===== src/design/assert_macros.svh =====
// assertion macros for the classifier rtl
`ifndef ASSERT_MACROS_SVH
`define ASSERT_MACROS_SVH

`ifndef ASSERT_OFF

// checked on clk, quiet while rst_n is low
`define TLC_ASSERT(lbl, clk, rst_n, prop) \
  lbl: assert property (@(posedge clk) disable iff (!rst_n) prop) \
    else $error("tlc assertion failed");

// checked on clk, also during reset
`define TLC_ASSERT_NRST(lbl, clk, prop) \
  lbl: assert property (@(posedge clk) prop) \
    else $error("tlc assertion failed");

`else

`define TLC_ASSERT(lbl, clk, rst_n, prop)
`define TLC_ASSERT_NRST(lbl, clk, prop)

`endif

`endif


===== src/design/tlc_pkg.sv =====
// types and constants of the terrain tile lod classifier
`default_nettype none

package tlc_pkg;

  // field widths
  localparam int COORD_W    = 24;
  localparam int TILES_W    = 19;
  localparam int MIP_W      = 5;
  localparam int OFS_W      = 16;
  localparam int CLASS_W    = 3;
  localparam int SWS_W      = 9;
  localparam int LOD_W      = 5;
  localparam int TS_W       = 17;
  localparam int CFG_IDX_W  = 3;
  localparam int CFG_DATA_W = 24;

  // resolution is square size times 1024
  localparam int RES_SHIFT = 10;
  localparam int RES_W     = SWS_W + RES_SHIFT;

  // distance to the square stays within 2^24 on each axis
  localparam int D_W  = 25;
  localparam int SQ_W = 2 * D_W;
  localparam int D2_W = SQ_W + 1;

  // highest lod step that the search looks at
  localparam int LOD_K_LIMIT = 30;

  // tile counts below this are dropped
  localparam int MIN_TILES = 4;

  // pipelined divider: quotient bits per stage
  localparam int DIV_BITS   = 4;
  localparam int DIV_STAGES = (RES_W + DIV_BITS - 1) / DIV_BITS;
  localparam int DIV_W      = DIV_STAGES * DIV_BITS;

  // register reset values
  localparam logic [SWS_W-1:0]          SWS_RST       = SWS_W'(64);
  localparam logic [LOD_W-1:0]          MAX_LOD_RST   = LOD_W'(5);
  localparam logic [TS_W-1:0]           TILE_SIZE_RST = TS_W'(256);
  localparam logic signed [COORD_W-1:0] CAM_RST       = '0;

  // configuration register indexes
  typedef enum logic [CFG_IDX_W-1:0] {
    REG_SQUARE_WORLD_SIZE = 3'd0,
    REG_MAX_LOD           = 3'd1,
    REG_TILE_SIZE         = 3'd2,
    REG_CAMERA_X          = 3'd3,
    REG_CAMERA_Z          = 3'd4
  } cfg_reg_t;

  // change classes
  typedef enum logic [CLASS_W-1:0] {
    CLS_UNCHANGED = 3'd0,
    CLS_CREATED   = 3'd1,
    CLS_GREW      = 3'd2,
    CLS_SHRANK    = 3'd3,
    CLS_DELETED   = 3'd4
  } change_class_t;

  // fields that ride along the pipeline untouched
  typedef struct packed {
    logic [TILES_W-1:0] prev_tiles;
    logic [MIP_W-1:0]   prev_mip;
    logic [OFS_W-1:0]   prev_offset_x;
    logic [OFS_W-1:0]   prev_offset_y;
  } pass_t;

endpackage

`default_nettype wire


===== src/design/tlc_cfg_if.sv =====
// configuration write channel
`default_nettype none

interface tlc_cfg_if;
  logic                             valid;
  logic                             ready;
  logic [tlc_pkg::CFG_IDX_W-1:0]    index;
  logic [tlc_pkg::CFG_DATA_W-1:0]   data;

  modport source (output valid, output index, output data, input ready);
  modport sink   (input valid, input index, input data, output ready);
endinterface

`default_nettype wire


===== src/design/tlc_in_if.sv =====
// input channel carrying one terrain square
`default_nettype none

interface tlc_in_if;
  logic                               valid;
  logic                               ready;
  logic signed [tlc_pkg::COORD_W-1:0] corner_x;
  logic signed [tlc_pkg::COORD_W-1:0] corner_z;
  logic [tlc_pkg::TILES_W-1:0]        prev_tiles;
  logic [tlc_pkg::MIP_W-1:0]          prev_mip;
  logic [tlc_pkg::OFS_W-1:0]          prev_offset_x;
  logic [tlc_pkg::OFS_W-1:0]          prev_offset_y;

  modport source (output valid, output corner_x, output corner_z, output prev_tiles,
                  output prev_mip, output prev_offset_x, output prev_offset_y,
                  input ready);
  modport sink   (input valid, input corner_x, input corner_z, input prev_tiles,
                  input prev_mip, input prev_offset_x, input prev_offset_y,
                  output ready);
endinterface

`default_nettype wire


===== src/design/tlc_out_if.sv =====
// result channel carrying one classified square
`default_nettype none

interface tlc_out_if;
  logic                          valid;
  logic                          ready;
  logic [tlc_pkg::TILES_W-1:0]   old_tile_count;
  logic [tlc_pkg::MIP_W-1:0]     old_mip;
  logic [tlc_pkg::OFS_W-1:0]     old_offset_x;
  logic [tlc_pkg::OFS_W-1:0]     old_offset_y;
  logic [tlc_pkg::TILES_W-1:0]   new_tile_count;
  logic [tlc_pkg::MIP_W-1:0]     new_mip;
  logic [tlc_pkg::CLASS_W-1:0]   change_class;

  modport source (output valid, output old_tile_count, output old_mip, output old_offset_x,
                  output old_offset_y, output new_tile_count, output new_mip,
                  output change_class, input ready);
  modport sink   (input valid, input old_tile_count, input old_mip, input old_offset_x,
                  input old_offset_y, input new_tile_count, input new_mip,
                  input change_class, output ready);
endinterface

`default_nettype wire


===== src/design/terrain_tile_lod_classifier.sv =====
// top level of the terrain tile lod classifier, a ten stage pipeline
// stages: offset, square, lod, resolution, five divider stages of four quotient bits, classify
// throughput: one word per cycle; the whole pipe holds while the output stalls
// reset: synchronous rst_n clears all valid bits and loads register defaults
`default_nettype none
`include "assert_macros.svh"

module terrain_tile_lod_classifier #(
  parameter int FRAC_BITS     = 8,
  parameter int SWITCH_METERS = 10,
  parameter int FAR_METERS    = 300
) (
  input  logic       clk,
  input  logic       rst_n,
  tlc_cfg_if.sink    cfg_ch,
  tlc_in_if.sink     in_ch,
  tlc_out_if.source  out_ch
);

  localparam int HI_W =
    ((tlc_pkg::SWS_W + FRAC_BITS) > tlc_pkg::COORD_W ?
     (tlc_pkg::SWS_W + FRAC_BITS) : tlc_pkg::COORD_W) + 2;
  localparam logic [63:0] FAR_FX = 64'(FAR_METERS) << FRAC_BITS;
  localparam logic [63:0] FAR_SQ = FAR_FX * FAR_FX;
  localparam int NS = tlc_pkg::DIV_STAGES;

  // squared switch distance for lod step k, in fixed point
  function automatic logic [63:0] thr_sq(int k);
    logic [63:0] m;
    m = (64'(SWITCH_METERS) << k) << FRAC_BITS;
    return m * m;
  endfunction

  // distance from camera to the square on one axis
  function automatic logic [tlc_pkg::D_W-1:0] axis_dist(
    logic signed [HI_W-1:0] cam,
    logic signed [HI_W-1:0] lo,
    logic signed [HI_W-1:0] span
  );
    logic signed [HI_W-1:0] hi;
    logic signed [HI_W-1:0] diff;
    hi = lo + span;
    if (cam < lo) begin
      diff = lo - cam;
    end else if (cam > hi) begin
      diff = cam - hi;
    end else begin
      diff = '0;
    end
    return diff[tlc_pkg::D_W-1:0];
  endfunction

  // configuration registers
  logic [tlc_pkg::SWS_W-1:0]          sws_r;
  logic [tlc_pkg::LOD_W-1:0]          max_lod_r;
  logic [tlc_pkg::TS_W-1:0]           tile_size_r;
  logic signed [tlc_pkg::COORD_W-1:0] cam_x_r;
  logic signed [tlc_pkg::COORD_W-1:0] cam_z_r;

  assign cfg_ch.ready = 1'b1;

  always_ff @(posedge clk) begin
    if (!rst_n) begin
      sws_r       <= tlc_pkg::SWS_RST;
      max_lod_r   <= tlc_pkg::MAX_LOD_RST;
      tile_size_r <= tlc_pkg::TILE_SIZE_RST;
      cam_x_r     <= tlc_pkg::CAM_RST;
      cam_z_r     <= tlc_pkg::CAM_RST;
    end else if (cfg_ch.valid) begin
      unique case (tlc_pkg::cfg_reg_t'(cfg_ch.index))
        tlc_pkg::REG_SQUARE_WORLD_SIZE: sws_r <= cfg_ch.data[tlc_pkg::SWS_W-1:0];
        tlc_pkg::REG_MAX_LOD:           max_lod_r <= cfg_ch.data[tlc_pkg::LOD_W-1:0];
        tlc_pkg::REG_TILE_SIZE:         tile_size_r <= cfg_ch.data[tlc_pkg::TS_W-1:0];
        tlc_pkg::REG_CAMERA_X:          cam_x_r <= cfg_ch.data[tlc_pkg::COORD_W-1:0];
        tlc_pkg::REG_CAMERA_Z:          cam_z_r <= cfg_ch.data[tlc_pkg::COORD_W-1:0];
        default: ;
      endcase
    end
  end

  // whole pipe advances when the output register is free or drained
  logic pipe_en;
  logic out_v_r;

  assign pipe_en     = !out_v_r || out_ch.ready;
  assign in_ch.ready = pipe_en;

  // stage 1: per axis offset to the clamped point
  logic signed [HI_W-1:0]     span;
  logic [tlc_pkg::D_W-1:0]    dx_nxt;
  logic [tlc_pkg::D_W-1:0]    dz_nxt;
  tlc_pkg::pass_t             in_pass;

  assign span   = HI_W'(sws_r) << FRAC_BITS;
  assign dx_nxt = axis_dist(HI_W'(cam_x_r), HI_W'(in_ch.corner_x), span);
  assign dz_nxt = axis_dist(HI_W'(cam_z_r), HI_W'(in_ch.corner_z), span);
  assign in_pass = '{prev_tiles:    in_ch.prev_tiles,
                     prev_mip:      in_ch.prev_mip,
                     prev_offset_x: in_ch.prev_offset_x,
                     prev_offset_y: in_ch.prev_offset_y};

  logic                     s1_v_r;
  logic [tlc_pkg::D_W-1:0]  s1_dx_r;
  logic [tlc_pkg::D_W-1:0]  s1_dz_r;
  tlc_pkg::pass_t           s1_pass_r;

  // stage 2: squares
  logic                      s2_v_r;
  logic [tlc_pkg::SQ_W-1:0]  s2_sqx_r;
  logic [tlc_pkg::SQ_W-1:0]  s2_sqz_r;
  tlc_pkg::pass_t            s2_pass_r;

  // stage 3: squared distance against the switch thresholds
  logic [tlc_pkg::D2_W-1:0]      d2;
  logic [63:0]                   d2_ext;
  logic                          near_nxt;
  logic [tlc_pkg::LOD_K_LIMIT:1] ge;
  logic [tlc_pkg::LOD_W-1:0]     lod_nxt;

  assign d2       = tlc_pkg::D2_W'(s2_sqx_r) + tlc_pkg::D2_W'(s2_sqz_r);
  assign d2_ext   = 64'(d2);
  assign near_nxt = (d2_ext <= FAR_SQ);

  for (genvar k = 1; k <= tlc_pkg::LOD_K_LIMIT; k++) begin : g_thr
    localparam logic [63:0] THR  = thr_sq(k);
    localparam bit          STEP = ((64'(SWITCH_METERS) << k) <= 64'(FAR_METERS));
    assign ge[k] = STEP && (d2_ext >= THR);
  end

  // thresholds rise with k, so the highest hit is the lod
  always_comb begin
    lod_nxt = '0;
    for (int k = 1; k <= tlc_pkg::LOD_K_LIMIT; k++) begin
      if (ge[k]) begin
        lod_nxt = tlc_pkg::LOD_W'(k);
      end
    end
  end

  logic                       s3_v_r;
  logic                       s3_near_r;
  logic [tlc_pkg::LOD_W-1:0]  s3_lod_r;
  tlc_pkg::pass_t             s3_pass_r;

  // stage 4: capped lod and resolution
  logic [tlc_pkg::LOD_W-1:0]  lod_cap;
  logic [tlc_pkg::RES_W-1:0]  res_nxt;

  assign lod_cap = (s3_lod_r > max_lod_r) ? max_lod_r : s3_lod_r;
  assign res_nxt = s3_near_r ?
                   ({sws_r, {tlc_pkg::RES_SHIFT{1'b0}}} >> lod_cap) : '0;

  logic                       s4_v_r;
  logic [tlc_pkg::RES_W-1:0]  s4_res_r;
  tlc_pkg::pass_t             s4_pass_r;

  // divider stages: restoring division by tile_size
  logic                        div_v_r    [NS];
  logic [tlc_pkg::DIV_W-1:0]   div_num_r  [NS];
  logic [tlc_pkg::TS_W-1:0]    div_rem_r  [NS];
  logic [tlc_pkg::DIV_W-1:0]   div_quo_r  [NS];
  tlc_pkg::pass_t              div_pass_r [NS];

  logic                        div_v_src    [NS];
  logic [tlc_pkg::DIV_W-1:0]   div_num_src  [NS];
  logic [tlc_pkg::TS_W-1:0]    div_rem_src  [NS];
  logic [tlc_pkg::DIV_W-1:0]   div_quo_src  [NS];
  tlc_pkg::pass_t              div_pass_src [NS];

  logic [tlc_pkg::DIV_W-1:0]   div_num_nxt  [NS];
  logic [tlc_pkg::TS_W-1:0]    div_rem_nxt  [NS];
  logic [tlc_pkg::DIV_W-1:0]   div_quo_nxt  [NS];

  assign div_v_src[0]    = s4_v_r;
  assign div_num_src[0]  = tlc_pkg::DIV_W'(s4_res_r);
  assign div_rem_src[0]  = '0;
  assign div_quo_src[0]  = '0;
  assign div_pass_src[0] = s4_pass_r;

  for (genvar s = 1; s < NS; s++) begin : g_div_src
    assign div_v_src[s]    = div_v_r[s-1];
    assign div_num_src[s]  = div_num_r[s-1];
    assign div_rem_src[s]  = div_rem_r[s-1];
    assign div_quo_src[s]  = div_quo_r[s-1];
    assign div_pass_src[s] = div_pass_r[s-1];
  end

  always_comb begin
    logic [tlc_pkg::TS_W:0]    trial;
    logic [tlc_pkg::DIV_W-1:0] num;
    logic [tlc_pkg::TS_W-1:0]  rem;
    logic [tlc_pkg::DIV_W-1:0] quo;
    logic                      qbit;
    for (int s = 0; s < NS; s++) begin
      num = div_num_src[s];
      rem = div_rem_src[s];
      quo = div_quo_src[s];
      for (int b = 0; b < tlc_pkg::DIV_BITS; b++) begin
        trial = {rem, num[tlc_pkg::DIV_W-1]};
        num   = num << 1;
        qbit  = (trial >= {1'b0, tile_size_r});
        if (qbit) begin
          trial = trial - {1'b0, tile_size_r};
        end
        rem = trial[tlc_pkg::TS_W-1:0];
        quo = {quo[tlc_pkg::DIV_W-2:0], qbit};
      end
      div_num_nxt[s] = num;
      div_rem_nxt[s] = rem;
      div_quo_nxt[s] = quo;
    end
  end

  // last stage: tile count, mip and change class
  logic [tlc_pkg::RES_W-1:0]    quot;
  logic [tlc_pkg::TILES_W-1:0]  tiles_nxt;
  logic [tlc_pkg::MIP_W-1:0]    mip_nxt;
  tlc_pkg::change_class_t       cls_nxt;
  tlc_pkg::pass_t               fin_pass;

  assign quot     = div_quo_r[NS-1][tlc_pkg::RES_W-1:0];
  assign fin_pass = div_pass_r[NS-1];
  assign tiles_nxt =
    (tile_size_r == '0 || quot < tlc_pkg::RES_W'(tlc_pkg::MIN_TILES)) ?
    '0 : tlc_pkg::TILES_W'(quot);

  always_comb begin
    mip_nxt = '0;
    for (int b = 0; b < tlc_pkg::TILES_W; b++) begin
      if (tiles_nxt[b]) begin
        mip_nxt = tlc_pkg::MIP_W'(b);
      end
    end
  end

  always_comb begin
    cls_nxt = tlc_pkg::CLS_UNCHANGED;
    if (tiles_nxt != '0) begin
      if (fin_pass.prev_tiles == '0) begin
        cls_nxt = tlc_pkg::CLS_CREATED;
      end else if (tiles_nxt > fin_pass.prev_tiles) begin
        cls_nxt = tlc_pkg::CLS_GREW;
      end else if (tiles_nxt < fin_pass.prev_tiles) begin
        cls_nxt = tlc_pkg::CLS_SHRANK;
      end
    end else if (fin_pass.prev_tiles != '0) begin
      cls_nxt = tlc_pkg::CLS_DELETED;
    end
  end

  logic [tlc_pkg::TILES_W-1:0]  out_tiles_r;
  logic [tlc_pkg::MIP_W-1:0]    out_mip_r;
  tlc_pkg::change_class_t       out_cls_r;
  tlc_pkg::pass_t               out_pass_r;

  // valid bits
  always_ff @(posedge clk) begin
    if (!rst_n) begin
      s1_v_r  <= 1'b0;
      s2_v_r  <= 1'b0;
      s3_v_r  <= 1'b0;
      s4_v_r  <= 1'b0;
      for (int s = 0; s < NS; s++) begin
        div_v_r[s] <= 1'b0;
      end
      out_v_r <= 1'b0;
    end else if (pipe_en) begin
      s1_v_r  <= in_ch.valid;
      s2_v_r  <= s1_v_r;
      s3_v_r  <= s2_v_r;
      s4_v_r  <= s3_v_r;
      for (int s = 0; s < NS; s++) begin
        div_v_r[s] <= div_v_src[s];
      end
      out_v_r <= div_v_r[NS-1];
    end
  end

  // payload registers
  always_ff @(posedge clk) begin
    if (pipe_en) begin
      s1_dx_r   <= dx_nxt;
      s1_dz_r   <= dz_nxt;
      s1_pass_r <= in_pass;
      s2_sqx_r  <= tlc_pkg::SQ_W'(s1_dx_r) * tlc_pkg::SQ_W'(s1_dx_r);
      s2_sqz_r  <= tlc_pkg::SQ_W'(s1_dz_r) * tlc_pkg::SQ_W'(s1_dz_r);
      s2_pass_r <= s1_pass_r;
      s3_near_r <= near_nxt;
      s3_lod_r  <= lod_nxt;
      s3_pass_r <= s2_pass_r;
      s4_res_r  <= res_nxt;
      s4_pass_r <= s3_pass_r;
      for (int s = 0; s < NS; s++) begin
        div_num_r[s]  <= div_num_nxt[s];
        div_rem_r[s]  <= div_rem_nxt[s];
        div_quo_r[s]  <= div_quo_nxt[s];
        div_pass_r[s] <= div_pass_src[s];
      end
      out_tiles_r <= tiles_nxt;
      out_mip_r   <= mip_nxt;
      out_cls_r   <= cls_nxt;
      out_pass_r  <= fin_pass;
    end
  end

  // result word
  assign out_ch.valid          = out_v_r;
  assign out_ch.old_tile_count = out_pass_r.prev_tiles;
  assign out_ch.old_mip        = out_pass_r.prev_mip;
  assign out_ch.old_offset_x   = out_pass_r.prev_offset_x;
  assign out_ch.old_offset_y   = out_pass_r.prev_offset_y;
  assign out_ch.new_tile_count = out_tiles_r;
  assign out_ch.new_mip        = out_mip_r;
  assign out_ch.change_class   = out_cls_r;

  // checks
  `TLC_ASSERT_NRST(a_reset_clears_out, clk, !rst_n |=> !out_ch.valid)
  `TLC_ASSERT(a_stall_holds_pipe, clk, rst_n, out_ch.valid && !out_ch.ready |=> $stable(s1_v_r) && $stable(s4_v_r) && $stable(div_v_r[NS-1]))
  `TLC_ASSERT(a_mip_matches_count, clk, rst_n, out_ch.valid && out_ch.new_tile_count != '0 |-> (out_ch.new_tile_count >> out_ch.new_mip) == tlc_pkg::TILES_W'(1))
  `TLC_ASSERT(a_created_from_empty, clk, rst_n, out_ch.valid && out_ch.change_class == tlc_pkg::CLS_CREATED |-> out_ch.old_tile_count == '0 && out_ch.new_tile_count >= tlc_pkg::TILES_W'(tlc_pkg::MIN_TILES))

endmodule

`default_nettype wire


===== src/flat_wrapper.sv =====
// flat-port wrapper written by rule: the top's interface ports become plain ports
module terrain_tile_lod_classifier_flat 
#(
  parameter int FRAC_BITS     = 8,
  parameter int SWITCH_METERS = 10,
  parameter int FAR_METERS    = 300
)
  (clk, rst_n, cfg_ch_valid, cfg_ch_index, cfg_ch_data, cfg_ch_ready, in_ch_valid, in_ch_corner_x, in_ch_corner_z, in_ch_prev_tiles, in_ch_prev_mip, in_ch_prev_offset_x, in_ch_prev_offset_y, in_ch_ready, out_ch_valid, out_ch_old_tile_count, out_ch_old_mip, out_ch_old_offset_x, out_ch_old_offset_y, out_ch_new_tile_count, out_ch_new_mip, out_ch_change_class, out_ch_ready);
  tlc_cfg_if cfg_ch_i ();
  tlc_in_if in_ch_i ();
  tlc_out_if out_ch_i ();
  input  logic clk;
  input  logic rst_n;
  input wire logic [$bits(cfg_ch_i.valid)-1:0] cfg_ch_valid;
  input wire logic [$bits(cfg_ch_i.index)-1:0] cfg_ch_index;
  input wire logic [$bits(cfg_ch_i.data)-1:0] cfg_ch_data;
  output wire logic [$bits(cfg_ch_i.ready)-1:0] cfg_ch_ready;
  input wire logic [$bits(in_ch_i.valid)-1:0] in_ch_valid;
  input wire logic [$bits(in_ch_i.corner_x)-1:0] in_ch_corner_x;
  input wire logic [$bits(in_ch_i.corner_z)-1:0] in_ch_corner_z;
  input wire logic [$bits(in_ch_i.prev_tiles)-1:0] in_ch_prev_tiles;
  input wire logic [$bits(in_ch_i.prev_mip)-1:0] in_ch_prev_mip;
  input wire logic [$bits(in_ch_i.prev_offset_x)-1:0] in_ch_prev_offset_x;
  input wire logic [$bits(in_ch_i.prev_offset_y)-1:0] in_ch_prev_offset_y;
  output wire logic [$bits(in_ch_i.ready)-1:0] in_ch_ready;
  output wire logic [$bits(out_ch_i.valid)-1:0] out_ch_valid;
  output wire logic [$bits(out_ch_i.old_tile_count)-1:0] out_ch_old_tile_count;
  output wire logic [$bits(out_ch_i.old_mip)-1:0] out_ch_old_mip;
  output wire logic [$bits(out_ch_i.old_offset_x)-1:0] out_ch_old_offset_x;
  output wire logic [$bits(out_ch_i.old_offset_y)-1:0] out_ch_old_offset_y;
  output wire logic [$bits(out_ch_i.new_tile_count)-1:0] out_ch_new_tile_count;
  output wire logic [$bits(out_ch_i.new_mip)-1:0] out_ch_new_mip;
  output wire logic [$bits(out_ch_i.change_class)-1:0] out_ch_change_class;
  input wire logic [$bits(out_ch_i.ready)-1:0] out_ch_ready;
  assign cfg_ch_i.valid = cfg_ch_valid;
  assign cfg_ch_i.index = cfg_ch_index;
  assign cfg_ch_i.data = cfg_ch_data;
  assign cfg_ch_ready = cfg_ch_i.ready;
  assign in_ch_i.valid = in_ch_valid;
  assign in_ch_i.corner_x = in_ch_corner_x;
  assign in_ch_i.corner_z = in_ch_corner_z;
  assign in_ch_i.prev_tiles = in_ch_prev_tiles;
  assign in_ch_i.prev_mip = in_ch_prev_mip;
  assign in_ch_i.prev_offset_x = in_ch_prev_offset_x;
  assign in_ch_i.prev_offset_y = in_ch_prev_offset_y;
  assign in_ch_ready = in_ch_i.ready;
  assign out_ch_valid = out_ch_i.valid;
  assign out_ch_old_tile_count = out_ch_i.old_tile_count;
  assign out_ch_old_mip = out_ch_i.old_mip;
  assign out_ch_old_offset_x = out_ch_i.old_offset_x;
  assign out_ch_old_offset_y = out_ch_i.old_offset_y;
  assign out_ch_new_tile_count = out_ch_i.new_tile_count;
  assign out_ch_new_mip = out_ch_i.new_mip;
  assign out_ch_change_class = out_ch_i.change_class;
  assign out_ch_i.ready = out_ch_ready;
  terrain_tile_lod_classifier #(.FRAC_BITS(FRAC_BITS), .SWITCH_METERS(SWITCH_METERS), .FAR_METERS(FAR_METERS)) u_core (.clk(clk), .rst_n(rst_n), .cfg_ch(cfg_ch_i), .in_ch(in_ch_i), .out_ch(out_ch_i));
endmodule

===== config.mk =====
export PLATFORM = sky130hd
export DESIGN_NAME = terrain_tile_lod_classifier_flat
export DESIGN_NICKNAME = d
export VERILOG_FILES = /design/src/design/tlc_pkg.sv /design/src/design/tlc_cfg_if.sv /design/src/design/tlc_in_if.sv /design/src/design/tlc_out_if.sv /design/src/design/terrain_tile_lod_classifier.sv /design/src/flat_wrapper.sv
export VERILOG_INCLUDE_DIRS = /design/src /design/src/design
export SDC_FILE = /design/constraint.sdc
export NUM_CORES = 2
export LEC_CHECK = 0
export BUFFER_PORTS_ARGS = -buffer_cell sky130_fd_sc_hd__buf_2
export CAP_MARGIN = 10
export CORE_MARGIN = 8
export CORE_UTILIZATION = 50
export DETAILED_ROUTE_END_ITERATION = 7
export GPL_TIMING_DRIVEN = 1
export MAX_ROUTING_LAYER = met4
export PLACE_DENSITY = 0.65
export SYNTH_ARGS = -nofsm -noshare
export SYNTH_HDL_FRONTEND = slang
export SYNTH_SLANG_ARGS = --single-unit
export TNS_END_PERCENT = 1

===== constraint.sdc =====
create_clock -name clk -period 44.8 [get_ports clk]
set_clock_uncertainty 0.1 [all_clocks]
set_input_delay 2.24 -clock clk [delete_from_list [all_inputs] [get_ports clk]]
set_output_delay 2.24 -clock clk [all_outputs]
set_load 0.01 [all_outputs]

# Word level (Yosys, flattened, before mapping)
# Memory sizes are Yosys's and may differ from the RTL's. A register that Yosys moved wholly into a read port is not among the register bits.
# Index checks and enable logic that the tools add are counted.
# totals
word_cells	195
output_inout_bits	86
memories	5
reg_bits	565
ramBits	550
# classes
n_shift	1
n_lt_le_gt_ge	33
n_bitwise	5
n_eq_ne	4
n_mul	2
add_sub_neg	27
muxes	61
reduce_logical	16
# memory_table
name	depth	word_bits	read_ports	rd_ports_with_merged_regs	wr	line	source
u_core.div_pass_r	5	56	5	0	5	terrain_tile_lod_classifier.sv:162	tlc_pkg::pass_t div_pass_r [NS];
u_core.div_quo_r	5	20	5	0	5	terrain_tile_lod_classifier.sv:161	logic [tlc_pkg::DIV_W-1:0] div_quo_r [NS];
u_core.div_rem_r	5	17	4	0	5	terrain_tile_lod_classifier.sv:160	logic [tlc_pkg::TS_W-1:0] div_rem_r [NS];
u_core.div_num_r	5	16	4	0	5	terrain_tile_lod_classifier.sv:159	logic [tlc_pkg::DIV_W-1:0] div_num_r [NS];
u_core.div_v_r	5	1	5	1	5	terrain_tile_lod_classifier.sv:158	logic div_v_r [NS];
# ops
operator	count
greater-or-equal comparator 18 x 17 -> 1 bit	19
two-way mux 17 bit	20
subtractor 17 bit	19
multiplier 25 x 25 -> 50 bit	2
two-way mux 25 bit	4
adder 50 x 50 -> 51 bit	1
greater-or-equal comparator 51 x 25 -> 1 bit, second input constant	1
greater-or-equal comparator 51 x 27 -> 1 bit, second input constant	1
greater-or-equal comparator 51 x 29 -> 1 bit, second input constant	1
greater-or-equal comparator 51 x 31 -> 1 bit, second input constant	1
less-or-equal comparator 51 x 33 -> 1 bit, second input constant	1
adder 24 x 18 -> 25 bit	2
greater-than comparator 24 x 25 -> 1 bit	2
subtractor 24 x 24 -> 25 bit	2
subtractor 24 x 25 -> 25 bit	2
< comparator 24 bit	2
nonzero test 19 bit	2
two-way mux 4 bit	8
two-way mux 3 bit	8
greater-than comparator 19 bit	1
zero test 19 bit	1
< comparator 19 bit	1
< comparator 19 x 3 -> 1 bit, second input constant	1
two-way mux 19 bit	1
17 further kinds	46

# Longest topological paths before layout
# An unclocked memory read counts as a cell.
# depth
word_depth	21
ltp_mapped	55
mapped_depth_nobuf	50

# Worst setup path before layout
# OpenSTA, ideal clock, no wires.
# synth_path
kind	input-to-reg
start	in out_ch_ready
end	mem u_core.div_num_r[0][0] (netlist bit), enable pin
cell_stages	3
setup_ps	7147
path_slack_ps	18264
path_buffers	1
arrival_time_ps	19290
cell_sequence	nor2b_1 -> clkbuf_1 -> clkinv_1
# synth_rtl
element	line	source
start, declared	flat_wrapper.sv:34	input wire logic [$bits(out_ch_i.ready)-1:0] out_ch_ready;
end, declared	terrain_tile_lod_classifier.sv:159	

==> metrics.txt <==
IO Pins 222; initial antenna violation count 22; # nets final 11350; ANT nets after route 0; WL final 247300 µm; kind of critical path flop to flop; Fin. Hold Viols 0; row cnt 159; Buf+Inv Stages, Crit Path 6; Ys Warns 0; ys flop type edfxtp_1; multi-input logic area 58790 µm²; post-DR wirelength/cell 20.64 µm; WP data arrival 14.15 ns; CTS root buf clkbuf_16; GP Congestion 0.9514; Max Fclk 72.64 MHz; Port Buffers 220; largest stage delay on the critical path 0.58 ns; P&R area growth vs syn 8.207%; Least-Margin Pin Slew 1.221 ns; hpwl dp 191100 µm; drt pass-1 iters 6; setup TNS 0 ns; CP startpoint kind flop; CP Max Fanout 44; Synth Instances 9166; TritonCTS clock tree yes; relative slew slack 18.29%; HP Class flop to flop; residual DRC count 0; RSZ-0062 raised after global routing no; WP data required 45.18 ns; Clk Latency, worst-skew pair 0.76 ns; Yosys reg bits 1010; initial core utilization 50.34%; clock tree buffer depth 3; initial drt markers 4844; Sink Count 1010; Max Cap Violations 0; hold_buf cts 0; CP top delay family compound AO/OA/AOI/OAI gates; largest net degree at the start of global routing 194; post-cts resize count 0; die footprint 203200 µm²; core box area 187800 µm²; post-synthesis sequential area ratio 31.19%; number of synthesized flops with an enable pin 926; pins over their slew limit 0; post-synthesis cell area 94530 µm²; post-CTS setup buffer count 0; Die Y 450.8 µm; Die X 450.8 µm; vias after detailed routing 67540; Worst path slowest cell nand2_1; Syn Area/Cell 10.31 µm²; Num CTS Buffers 108; FF+latch area 29490 µm²; Post-synth ARST share 0%; Synth cell types 103; period utilization 30.73%; fin crit period 13.77 ns; Overflow after GRT 0; H-tree levels 3; vias per cell 5.637; final setup violation count 0; Reg clk slew, reported paths 0.07 ns; first-pass GRT wire length 388100 µm; vias in the first global route 69470; status completed; Fillers 16560; layout cells sized above 1 7.175%; Total GRT Usage 24.72%; Worst setup EP type flop
-- metal layers --
layer	global-route usage, %	share of wire (%)	vias to the layer above
met4	10.43	5.0	0
met1	29.78	40	33220
met3	2.922	5.1	555
met5	-	0	-
li1	-	-	31700
met2	42.29	50	2063
-- synthesized netlist by cell type (13+ instances only) --
cell type | n | share of area, %
a211o_1 | 25 | 0.23
nand3_1 | 123 | 0.65
o221ai_1 | 26 | 0.24
nand2_1 | 731 | 2.9
mux2_2 | 110 | 1.3
a21o_1 | 193 | 1.5
nand4_1 | 90 | 0.60
a221oi_1 | 14 | 0.13
o21bai_1 | 75 | 0.60
clkinv_1 | 13 | 0.052
fa_1 | 957 | 20
and4_1 | 17 | 0.16
mux2i_1 | 71 | 0.75
ha_1 | 885 | 12
a22oi_1 | 14 | 0.11
a21boi_0 | 93 | 0.74
nor2b_1 | 107 | 0.71
a211oi_1 | 65 | 0.52
xor2_1 | 172 | 1.6
dfxtp_1 | 84 | 1.8
nand3b_1 | 14 | 0.11
nand2b_1 | 91 | 0.60
and3_1 | 58 | 0.38
inv_1 | 1398 | 5.6
o31ai_1 | 29 | 0.23
or3_1 | 39 | 0.26
a2111oi_0 | 13 | 0.12
clkbuf_1 | 197 | 0.78
o211ai_1 | 43 | 0.34
o21ai_0 | 326 | 1.7
buf_2 | 14 | 0.074
nor2_1 | 457 | 1.8
o21a_1 | 82 | 0.65
nor3_1 | 129 | 0.68
xnor2_1 | 301 | 2.8
a21oi_1 | 499 | 2.6
nor3b_1 | 17 | 0.13
edfxtp_1 | 926 | 29
a31o_2 | 14 | 0.13
or2_2 | 31 | 0.21
o22ai_1 | 35 | 0.23
nor4_1 | 33 | 0.22
and2_1 | 300 | 2.0
a31oi_1 | 46 | 0.30
-- path summary, 6_finish.rpt --
kind | start | to | slack (ns) | cells past startpoint
hold reg to reg | u_core.div_pass_r[0][86] | u_core.div_pass_r[0][142] | 0.28 | 0
setup reg to reg | u_core.tile_size_r[2] | u_core.div_rem_r[0][18] | 31.03 | 49
setup / recovery | u_core.tile_size_r[2] | u_core.div_rem_r[0][18] | 31.03 | 49
hold / removal | u_core.div_pass_r[0][86] | u_core.div_pass_r[0][142] | 0.28 | 0
-- state kept, by name (all words and copies together), names as in the netlist, 24 cells and up --
name / cells
u_core.s2_sqx_r: 49
u_core.s1_dx_r: 25
u_core.div_quo_r: 55
u_core.div_pass_r: 280
u_core.div_rem_r: 68
u_core.cam_x_r: 24
u_core.s3_pass_r: 56
u_core.s2_pass_r: 56
u_core.s2_sqz_r: 49
u_core.div_num_r: 40
u_core.cam_z_r: 24
u_core.s1_pass_r: 56
u_core.s1_dz_r: 25
u_core.div_pass_src: 56
-- kinds of logic after synthesis --
group | after synthesis | synth area share [%]
buf+inv | 1649 | 6.631
other cells | 2 | 0.007944
flops | 1010 | 31.19
fa+ha+maj | 1842 | 31.98
compound gates | 1742 | 12.03
simple gates | 2265 | 11.69
xor+xnor | 473 | 4.382
mux | 183 | 2.090
-- area by class of cell --
| cell class | count | area share, % |
|---|---|---|
| diodes | 21 | 0.05137 |
| clock buffers | 146 | 2.892 |
| clock inverters | 59 | 0.6617 |
| inverters | 1420 | 5.219 |
| multi-input cells | 6509 | 57.47 |
| flip-flops and latches | 1010 | 28.83 |
| well taps | 2495 | 3.052 |
| repair buffers | 320 | 1.823 |
-- cells in the final DEF (no fill, tap or decap), types with 39 or more instances in the layout --
cell type / n
clkbuf_16: 110
nor3_1: 129
inv_1: 1398
nand2_1: 731
nor2_1: 457
buf_4: 99
o21a_1: 82
o211ai_1: 43
a21o_1: 193
nand4_1: 90
and3_1: 58
xnor2_1: 301
buf_2: 220
o21ai_0: 326
nand3_1: 123
nand2b_1: 91
ha_1: 885
xor2_1: 172
a211oi_1: 65
fa_1: 957
mux2i_1: 71
a31oi_1: 46
o21bai_1: 75
edfxtp_1: 926
a21oi_1: 499
nor2b_1: 107
and2_1: 300
mux2_2: 110
dfxtp_1: 84
a21boi_0: 93
or3_1: 39
-- stage by stage --
stage               setup WS, ns  hold slack [ns]  utilization [%]  cell area (µm²)  std cells
floorplan                  18.26           0.3003                -            94540       9168
global placement           31.40           0.3002            52.51            98610      11750
detailed placement         31.34           0.3045            52.51            98610      11750
CTS                        31.27           0.2605            54.44           102200      11960
global route               30.13           0.2681            54.47           102300      11980
finish                     31.03           0.2826            54.47           102300      11980
Power is not shown: default switching activity piles up to over one toggle a cycle in this logic, so the estimate is an artifact.
